==> src/rtl/bgsub_pkg.sv <==
package bgsub_pkg;

    // Frame geometry and model store size
    localparam int FRAME_WIDTH  = 320;
    localparam int FRAME_HEIGHT = 240;
    localparam int PIXEL_COUNT  = FRAME_WIDTH * FRAME_HEIGHT;
    localparam int ADDR_W       = $clog2(PIXEL_COUNT);

    typedef logic [ADDR_W-1:0] addr_t;

    // Configuration register indexes
    localparam int CFG_IDX_W = 2;
    localparam logic [CFG_IDX_W-1:0] CFG_DEVIATION_FACTOR  = 2'd0;
    localparam logic [CFG_IDX_W-1:0] CFG_REFRESH_RATE      = 2'd1;
    localparam logic [CFG_IDX_W-1:0] CFG_INITIAL_DEVIATION = 2'd2;

    // Configuration reset values
    localparam logic [7:0]  RST_DEVIATION_FACTOR  = 8'd48;
    localparam logic [7:0]  RST_REFRESH_RATE      = 8'd13;
    localparam logic [15:0] RST_INITIAL_DEVIATION = 16'd2560;

    // One half in Q8.8, used for the static test and blend rounding
    localparam logic [15:0] HALF_Q88 = 16'd128;

    typedef struct packed {
        logic [7:0]  deviation_factor;
        logic [7:0]  refresh_rate;
        logic [15:0] initial_deviation;
    } cfg_t;

    typedef struct packed {
        logic [7:0] pixel;
        logic       frame_start;
        logic       init_frame;
    } in_item_t;

    typedef struct packed {
        logic       moving;
        logic [7:0] background;
        logic [7:0] deviation;
    } out_item_t;

endpackage

==> src/rtl/bgsub_addr.sv <==
module bgsub_addr (
    input  logic                 aclk,
    input  logic                 aresetn,
    input  logic                 accept,
    input  logic                 frame_start,
    output bgsub_pkg::addr_t     addr
);
    import bgsub_pkg::*;

    localparam addr_t LAST_ADDR = ADDR_W'(PIXEL_COUNT - 1);

    addr_t cnt_reg;
    addr_t cnt_next;

    // Frame start forces address zero for this pixel
    assign addr = frame_start ? '0 : cnt_reg;

    // Advance in raster order, wrap after the last pixel
    always_comb begin
        cnt_next = cnt_reg;
        if (accept) begin
            cnt_next = (addr == LAST_ADDR) ? '0 : addr + addr_t'(1);
        end
    end

    always_ff @(posedge aclk) begin
        if (!aresetn) begin
            cnt_reg <= '0;
        end else begin
            cnt_reg <= cnt_next;
        end
    end

endmodule

==> config.mk <==
export PLATFORM = sky130hd
export DESIGN_NAME = bgsub_addr
export DESIGN_NICKNAME = d
export VERILOG_FILES = /design/src/rtl/bgsub_pkg.sv /design/src/rtl/bgsub_addr.sv
export SDC_FILE = /design/constraint.sdc
export NUM_CORES = 1
export LEC_CHECK = 0
export ABC_AREA = 1
export BUFFER_PORTS_ARGS = -buffer_cell sky130_fd_sc_hd__clkbuf_2
export CORE_MARGIN = 2
export CORE_UTILIZATION = 50
export DETAILED_ROUTE_END_ITERATION = 8
export HOLD_SLACK_MARGIN = 0.06
export PLACE_DENSITY = 0.79
export SLEW_MARGIN = 0
export SYNTH_ARGS = -nofsm -noshare
export SYNTH_HDL_FRONTEND = slang
export SYNTH_SLANG_ARGS = --single-unit
==> constraint.sdc <==
create_clock -name aclk -period 1.9 [get_ports aclk]
set_input_delay 0.38 -clock aclk [delete_from_list [all_inputs] [get_ports aclk]]
set_output_delay 0.38 -clock aclk [all_outputs]
set_load 0.01 [all_outputs]
==> results of run 1 <==
## power groups by stage
stage | sequential (mW) | clock [mW] | combinational [mW]
after detailed placement | 0.368 | 0 | 0.0575
after CTS | 0.360 | 0.206 | 0.0575
final | 0.360 | 0.208 | 0.0582
after global placement | 0.368 | 0 | 0.0579
after global routing | 0.361 | 0.219 | 0.0635
after floorplan | 0.368 | 0 | 0.0451
## cells in the final DEF, fill, tap and decap left out, drive strengths merged
master	instances
nand4	5
clkbuf	23
nor2	40
xor2	3
or2	1
ha	1
nand3	21
clkinv	4
inv	34
dfxtp	17
o211ai	1
a21oi	15
o21bai	1
buf	6
nand2	67
o21ai	2
## cell usage after synthesis, types with 2 or more instances
library cell	count
nand3_2	6
inv_1	31
nand4_1	5
clkinv_1	3
nand2_2	5
clkbuf_1	2
nand3_1	13
nand2_1	61
nor2_4	8
a21oi_1	14
buf_6	2
xor2_1	3
nand3_4	2
nor2_2	6
inv_2	2
dfxtp_1	17
nor2_1	26
## per-layer routing
metal,vias to the layer above,track usage
li1,713,-
met1,602,0.320
met2,31,0.360
met3,5,0.0161
met4,0,0.0748
met5,-,0
## layout make-up
class | count | area, sq um
inverters | 37 | 144
repair buffers | 26 | 145
fillers | 277 | 1150
clock inverters | 1 | 5.00
multi-input cells | 157 | 841
well taps | 31 | 38.8
flip-flops and latches | 17 | 340
clock buffers | 3 | 22.5
## metrics by stage
| step | util | area (sq um) | hold WS [ps] |
|---|---|---|---|
| final | 0.572 | 1540 | 471 |
| after global routing | 0.572 | 1540 | 515 |
| after CTS | 0.572 | 1540 | 472 |
| after detailed placement | 0.562 | 1510 | 456 |
| after global placement | 0.562 | 1510 | 454 |
| after floorplan | - | 1380 | 445 |
## final timing paths
check                                 from                  endpoint  cells past startpoint
setup / recovery               frame_start                  addr[14]                      6
hold / removal    cnt_reg[16]$_SDFFE_PN0P_  cnt_reg[16]$_SDFFE_PN0P_                      2
setup reg to reg   cnt_reg[1]$_SDFFE_PN0P_   cnt_reg[7]$_SDFFE_PN0P_                     10
hold reg to reg   cnt_reg[16]$_SDFFE_PN0P_  cnt_reg[16]$_SDFFE_PN0P_                      2
## worst reg2reg max path, stage by stage (launching register included)
cell,delay (ps)
dfxtp_1,370
inv_1,60
nor2_1,100
ha_1,220
nand3_2,110
nor2_2,160
nand3_2,130
nor2_2,160
nor2_4,90
nand2_1,70
a21oi_1,50
## cell families (layout without fill, tap and decap cells)
| family | count (synthesis) | in the layout | synth area share |
|---|---|---|---|
| AOI/OAI and AO/OA | 19 | 19 | 0.0780 |
| xor gates and xnor gates | 3 | 3 | 0.0190 |
| adders and majority gates | 1 | 1 | 0.00906 |
| buffers and inverters | 43 | 67 | 0.144 |
| DFF | 17 | 17 | 0.247 |
| and+or+nand+nor | 134 | 134 | 0.503 |
==> out/metrics.csv, run 1 <==
stage,metric,value,unit
route,wirelength,3.22,mm
flow_run,drv_cap,0,
global_route,grt-ovfl-total,0,
worst_setup_path,start_kind,input pin,
floorplan,io_pins,21,
sta,finalCritPeriodShare,0.870,
power_and_ir_drop,clkPwrFrac,0.331,
clocking,insertion_delay,300,ps
power_and_ir_drop,p_leak,0.710,nW
sta,slew_headroom,0.642,
route,dr.pass1.iters,4,
power_and_ir_drop,p_int,0.454,mW
sta,setup_slack,247,ps
clocking,cts_made_buffers,3,
power_and_ir_drop,p_sw_frac,0.274,
route,highest_layer,met4,
floorplan,core,2690,sq um
worst_setup_path,r2r_slack,250,ps
clocking,cts_resized,0,
floorplan,die-area,3200,sq um
synth,synth_seq_cells,17,
sta,hold_viol,0,
synth,synth_edf_count,0,
worst_setup_path,slowest_delay,280,ps
placed_design,dp_hpwl,2.44,mm
floorplan,start_util,0.514,
worst_setup_path,path_class,input pin to primary output,
clocking,clock-sinks,17,
clocking,clockBufferDepth,2,
route,ant_nets,0,
power_and_ir_drop,power_switching,0.172,mW
synth,yosys.area.top_type,dfxtp_1,
worst_setup_path,cp.required,1520,ps
synth,yosysWarningCount,0,
synth,ys_top_cells_by_area,"dfxtp_1 (25%), nand2_1 (17%), inv_1 (8.4%), nor2_1 (7.1%), nor2_4 (6.5%)",
synth,async_flop_share,0,
sta,drv_slew,0,
sta,worst_slew_pin_slew,533,ps
placed_design,port_buffers,20,
synth,synth-seq-area-share,0.247,
global_route,grt_pass1_vias,1276,
route,wl_per_cell,11.8,um
sta,setup_viol,0,
placed_design,place_inst,268,
route,drcViolationCount,0,
sta,fin_skew,5.69,ps
layout,antennaDiodeCount,0,
route,vias_per_cell,4.97,
synth,synthFlopType,dfxtp_1,
power_and_ir_drop,p_per_area,407,nW/um^2
layout,final_cells,272,
sta,fin_crit,1650,ps
clocking,path_clk_slew,110,ps
global_route,grt_first_pass_wirelength,5.75,mm
route,met3WireLength,161,um
route,met2_length,1.48,mm
layout,drive_gt1_frac,0.266,
clocking,htreeDepth,1,
route,route.vias.total,1351,
layout,largest_reg_flops,17,
power_and_ir_drop,p_seq_frac,0.576,
layout,fin_nets,247,
synth,syn_avg_cell_area,6.36,sq um
worst_setup_path,slowest_stage,buf_4,
floorplan,fp.dieH,56.5,um
global_route,grtUsageTotal,0.225,
synth,synth_cells,217,
global_route,antenna_found_initial,0,
worst_setup_path,worstPathCellList,clkbuf_2 > inv_6 > buf_4 > nand2_1 > inv_1 > clkbuf_2,
clocking,ctsHoldBuffers,0,
worst_setup_path,cp_max_fo,19,
worst_setup_path,cp_common_cell,clkbuf_2,
run_status,status,completed,
worst_setup_path,cp.buffers_inverters,5,
floorplan,rows,19,
floorplan,die_x,56.5,um
worst_setup_path,crit_path_end_kind,primary output,
power_and_ir_drop,peakVddDrop,0.386,mV
power_and_ir_drop,combPwrFrac,0.093,
placed_design,gp_congestion,0.959,
synth,ys_types,28,
route,drt_iter0_drc,32,
hold_path,hp-class,flip-flop to flip-flop,
sta,timing.fmax,0.605,GHz
synth,syn-num-nets,222,
placed_design,dp_worst_setup_slack,67.4,ps
synth,synth_top_area_share,0.247,
sta,fin_setup_tns,0,ps
clocking,cts_setup_buffers,0,
synth,netlist_area,1380,sq um
route,met1_length,1.53,mm
power_and_ir_drop,p_total,0.626,mW
sta,rsz0062_at_grt,no,
clocking,cts_tree,yes,
worst_setup_path,arrival,1270,ps
worst_setup_path,critical-path-top-delay-family,buffers and inverters,
layout,area_growth,11.3,%
global_route,grt_max_degree,20,
clocking,cts-root-buf,clkbuf_4,
(Power assumes the default switching activity.)
==> run 2: changes to the inputs <==
Settings changed: CORE_UTILIZATION 50 to 45, PLACE_DENSITY 0.79 to 0.73.
==> run 2 against run 1 <==
Compared with the run above:
- count of clock-buffer cells in the layout is the same
- core utilization shrank 5.5 points
- setup slack lost 58 ps
- sequential power is essentially flat
- clock skew is essentially flat
- routed wire length shrank 1.4%
- register-to-register slack lost 60 ps
- design area grew 0.16%
- first-iteration DRC count grew 100%
- cell count grew 0.74%
- hold slack gained 2.6 ps
==> out/metrics.csv, run 2 (synthesized netlist as in run 1, its figures left out) <==
stage,metric,value,unit
clocking,cts_tree,yes,
sta,setup_slack,189,ps
clocking,ctsHoldBuffers,0,
power_and_ir_drop,p_leak,0.710,nW
clocking,cts_setup_buffers,0,
layout,drive_gt1_frac,0.266,
floorplan,core,2980,sq um
sta,slew_headroom,0.653,
route,route.vias.total,1341,
placed_design,gp_congestion,0.889,
sta,worst_slew_pin_slew,517,ps
layout,final_util,0.517,
worst_setup_path,cp.required,2100,ps
layout,final_cell_mix,"nand2_1 (61), inv_1 (31), nor2_1 (26)",
sta,setup_viol,0,
floorplan,die_x,59.4,um
layout,antennaDiodeCount,0,
worst_setup_path,start_kind,flip-flop,
sta,finalCritPeriodShare,0.901,
worst_setup_path,cp.buffers_inverters,1,
floorplan,fp.dieH,59.4,um
worst_setup_path,slowest_delay,380,ps
layout,fin_nets,247,
sta,fin_setup_tns,0,ps
layout,area_growth,11.5,%
clocking,cts_resized,0,
power_and_ir_drop,power_switching,0.175,mW
route,drt_iter0_drc,64,
placed_design,dp_worst_setup_slack,13.4,ps
power_and_ir_drop,p_per_area,409,nW/um^2
hold_path,hp-class,input pin to flip-flop,
run_status,status,completed,
power_and_ir_drop,p_seq_frac,0.573,
worst_setup_path,crit_path_end_kind,flip-flop,
global_route,grt_pass1_vias,1137,
worst_setup_path,critical-path-top-delay-family,simple AND/OR/NAND/NOR gates,
layout,largest_reg_flops,17,
global_route,grtUsageTotal,0.198,
route,vias_per_cell,4.89,
power_and_ir_drop,combPwrFrac,0.093,
worst_setup_path,arrival,1910,ps
clocking,cts_made_buffers,3,
route,wirelength,3.17,mm
power_and_ir_drop,p_total,0.629,mW
clocking,clock-sinks,17,
global_route,antenna_found_initial,0,
layout,final_common_cell,nand2_1,
worst_setup_path,slowest_stage,dfxtp_1,
route,wl_per_cell,11.6,um
floorplan,start_util,0.463,
sta,fin_skew,5.31,ps
floorplan,io_pins,21,
clocking,cts-root-buf,clkbuf_4,
sta,timing.fmax,0.584,GHz
clocking,path_clk_slew,110,ps
route,drcViolationCount,0,
placed_design,dp_hpwl,2.41,mm
clocking,clockBufferDepth,2,
route,ant_nets,0,
floorplan,die-area,3530,sq um
sta,hold_viol,0,
layout,fillers,307,
placed_design,port_buffers,20,
worst_setup_path,cp_max_fo,8,
worst_setup_path,worstPathCellList,nand2_1 > inv_1 > ha_1 > nand3_2 > nor2_2 > nand3_2 > nor2_2 > nor2_4 > nand2_1 > a21oi_2,
sta,fin_crit,1710,ps
power_and_ir_drop,peakVddDrop,0.186,mV
clocking,htreeDepth,1,
route,dr.pass1.iters,4,
worst_setup_path,r2r_slack,190,ps
global_route,grt-ovfl-total,0,
clocking,insertion_delay,310,ps
sta,rsz0062_at_grt,no,
global_route,grt_max_degree,20,
power_and_ir_drop,p_sw_frac,0.277,
floorplan,rows,20,
global_route,grt_first_pass_wirelength,5.30,mm
worst_setup_path,path_class,flip-flop to flip-flop,
power_and_ir_drop,p_int,0.455,mW
sta,drv_slew,0,
power_and_ir_drop,clkPwrFrac,0.334,
flow_run,drv_cap,0,
## run 2: path summary, 6_finish.rpt
kind / start / endpoint / cells after the start
hold reg to reg: cnt_reg[16]$_SDFFE_PN0P_ / cnt_reg[16]$_SDFFE_PN0P_ / 2
setup reg to reg: cnt_reg[0]$_SDFFE_PN0P_ / cnt_reg[10]$_SDFFE_PN0P_ / 10
setup / recovery: cnt_reg[0]$_SDFFE_PN0P_ / cnt_reg[10]$_SDFFE_PN0P_ / 10
hold / removal: frame_start / cnt_reg[0]$_SDFFE_PN0P_ / 5
## run 2: through the flow
stage,instance area [sq um],hold slack (ps),std cells
floorplan,1380,445,217
global placement,1510,454,270
detailed placement,1510,463,270
CTS,1540,476,274
global route,1540,486,274
finish,1540,473,274
## run 2: tightest hold or removal path, delay by kind of cell
| family | cells | cell delay, ps |
|---|---|---|
| AO/OA/AOI/OAI | 1 | 50 |
| buffers and inverters | 2 | 200 |
| AND/OR/NAND/NOR | 2 | 110 |
## run 2: cell type report
class                   count  area (sq um)  share of cell area
multi-input cells         157           841               0.546
flip-flops and latches     17           340               0.221
repair buffers             26           145              0.0943
inverters                  37           144              0.0935
well taps                  33          41.3              0.0268
clock buffers               3          22.5              0.0146
clock inverters             1          5.00             0.00325
## run 2: power by group through the flow
stage,Clock (mW),Combinational [mW],Sequential (mW)
final,0.210,0.0583,0.360
after global routing,0.226,0.0627,0.361
after CTS,0.210,0.0586,0.360
after detailed placement,0,0.0585,0.369
after global placement,0,0.0577,0.369
after floorplan,0,0.0451,0.368
## run 2: metal layers
layer	track usage	wire length, um	part of all wire	up-vias
met5	0	0	0	-
met2	0.290	1410	0.45	28
met3	0.0306	149	0.047	5
met1	0.296	1570	0.49	588
li1	-	-	-	720
met4	0.0584	44	0.014	0
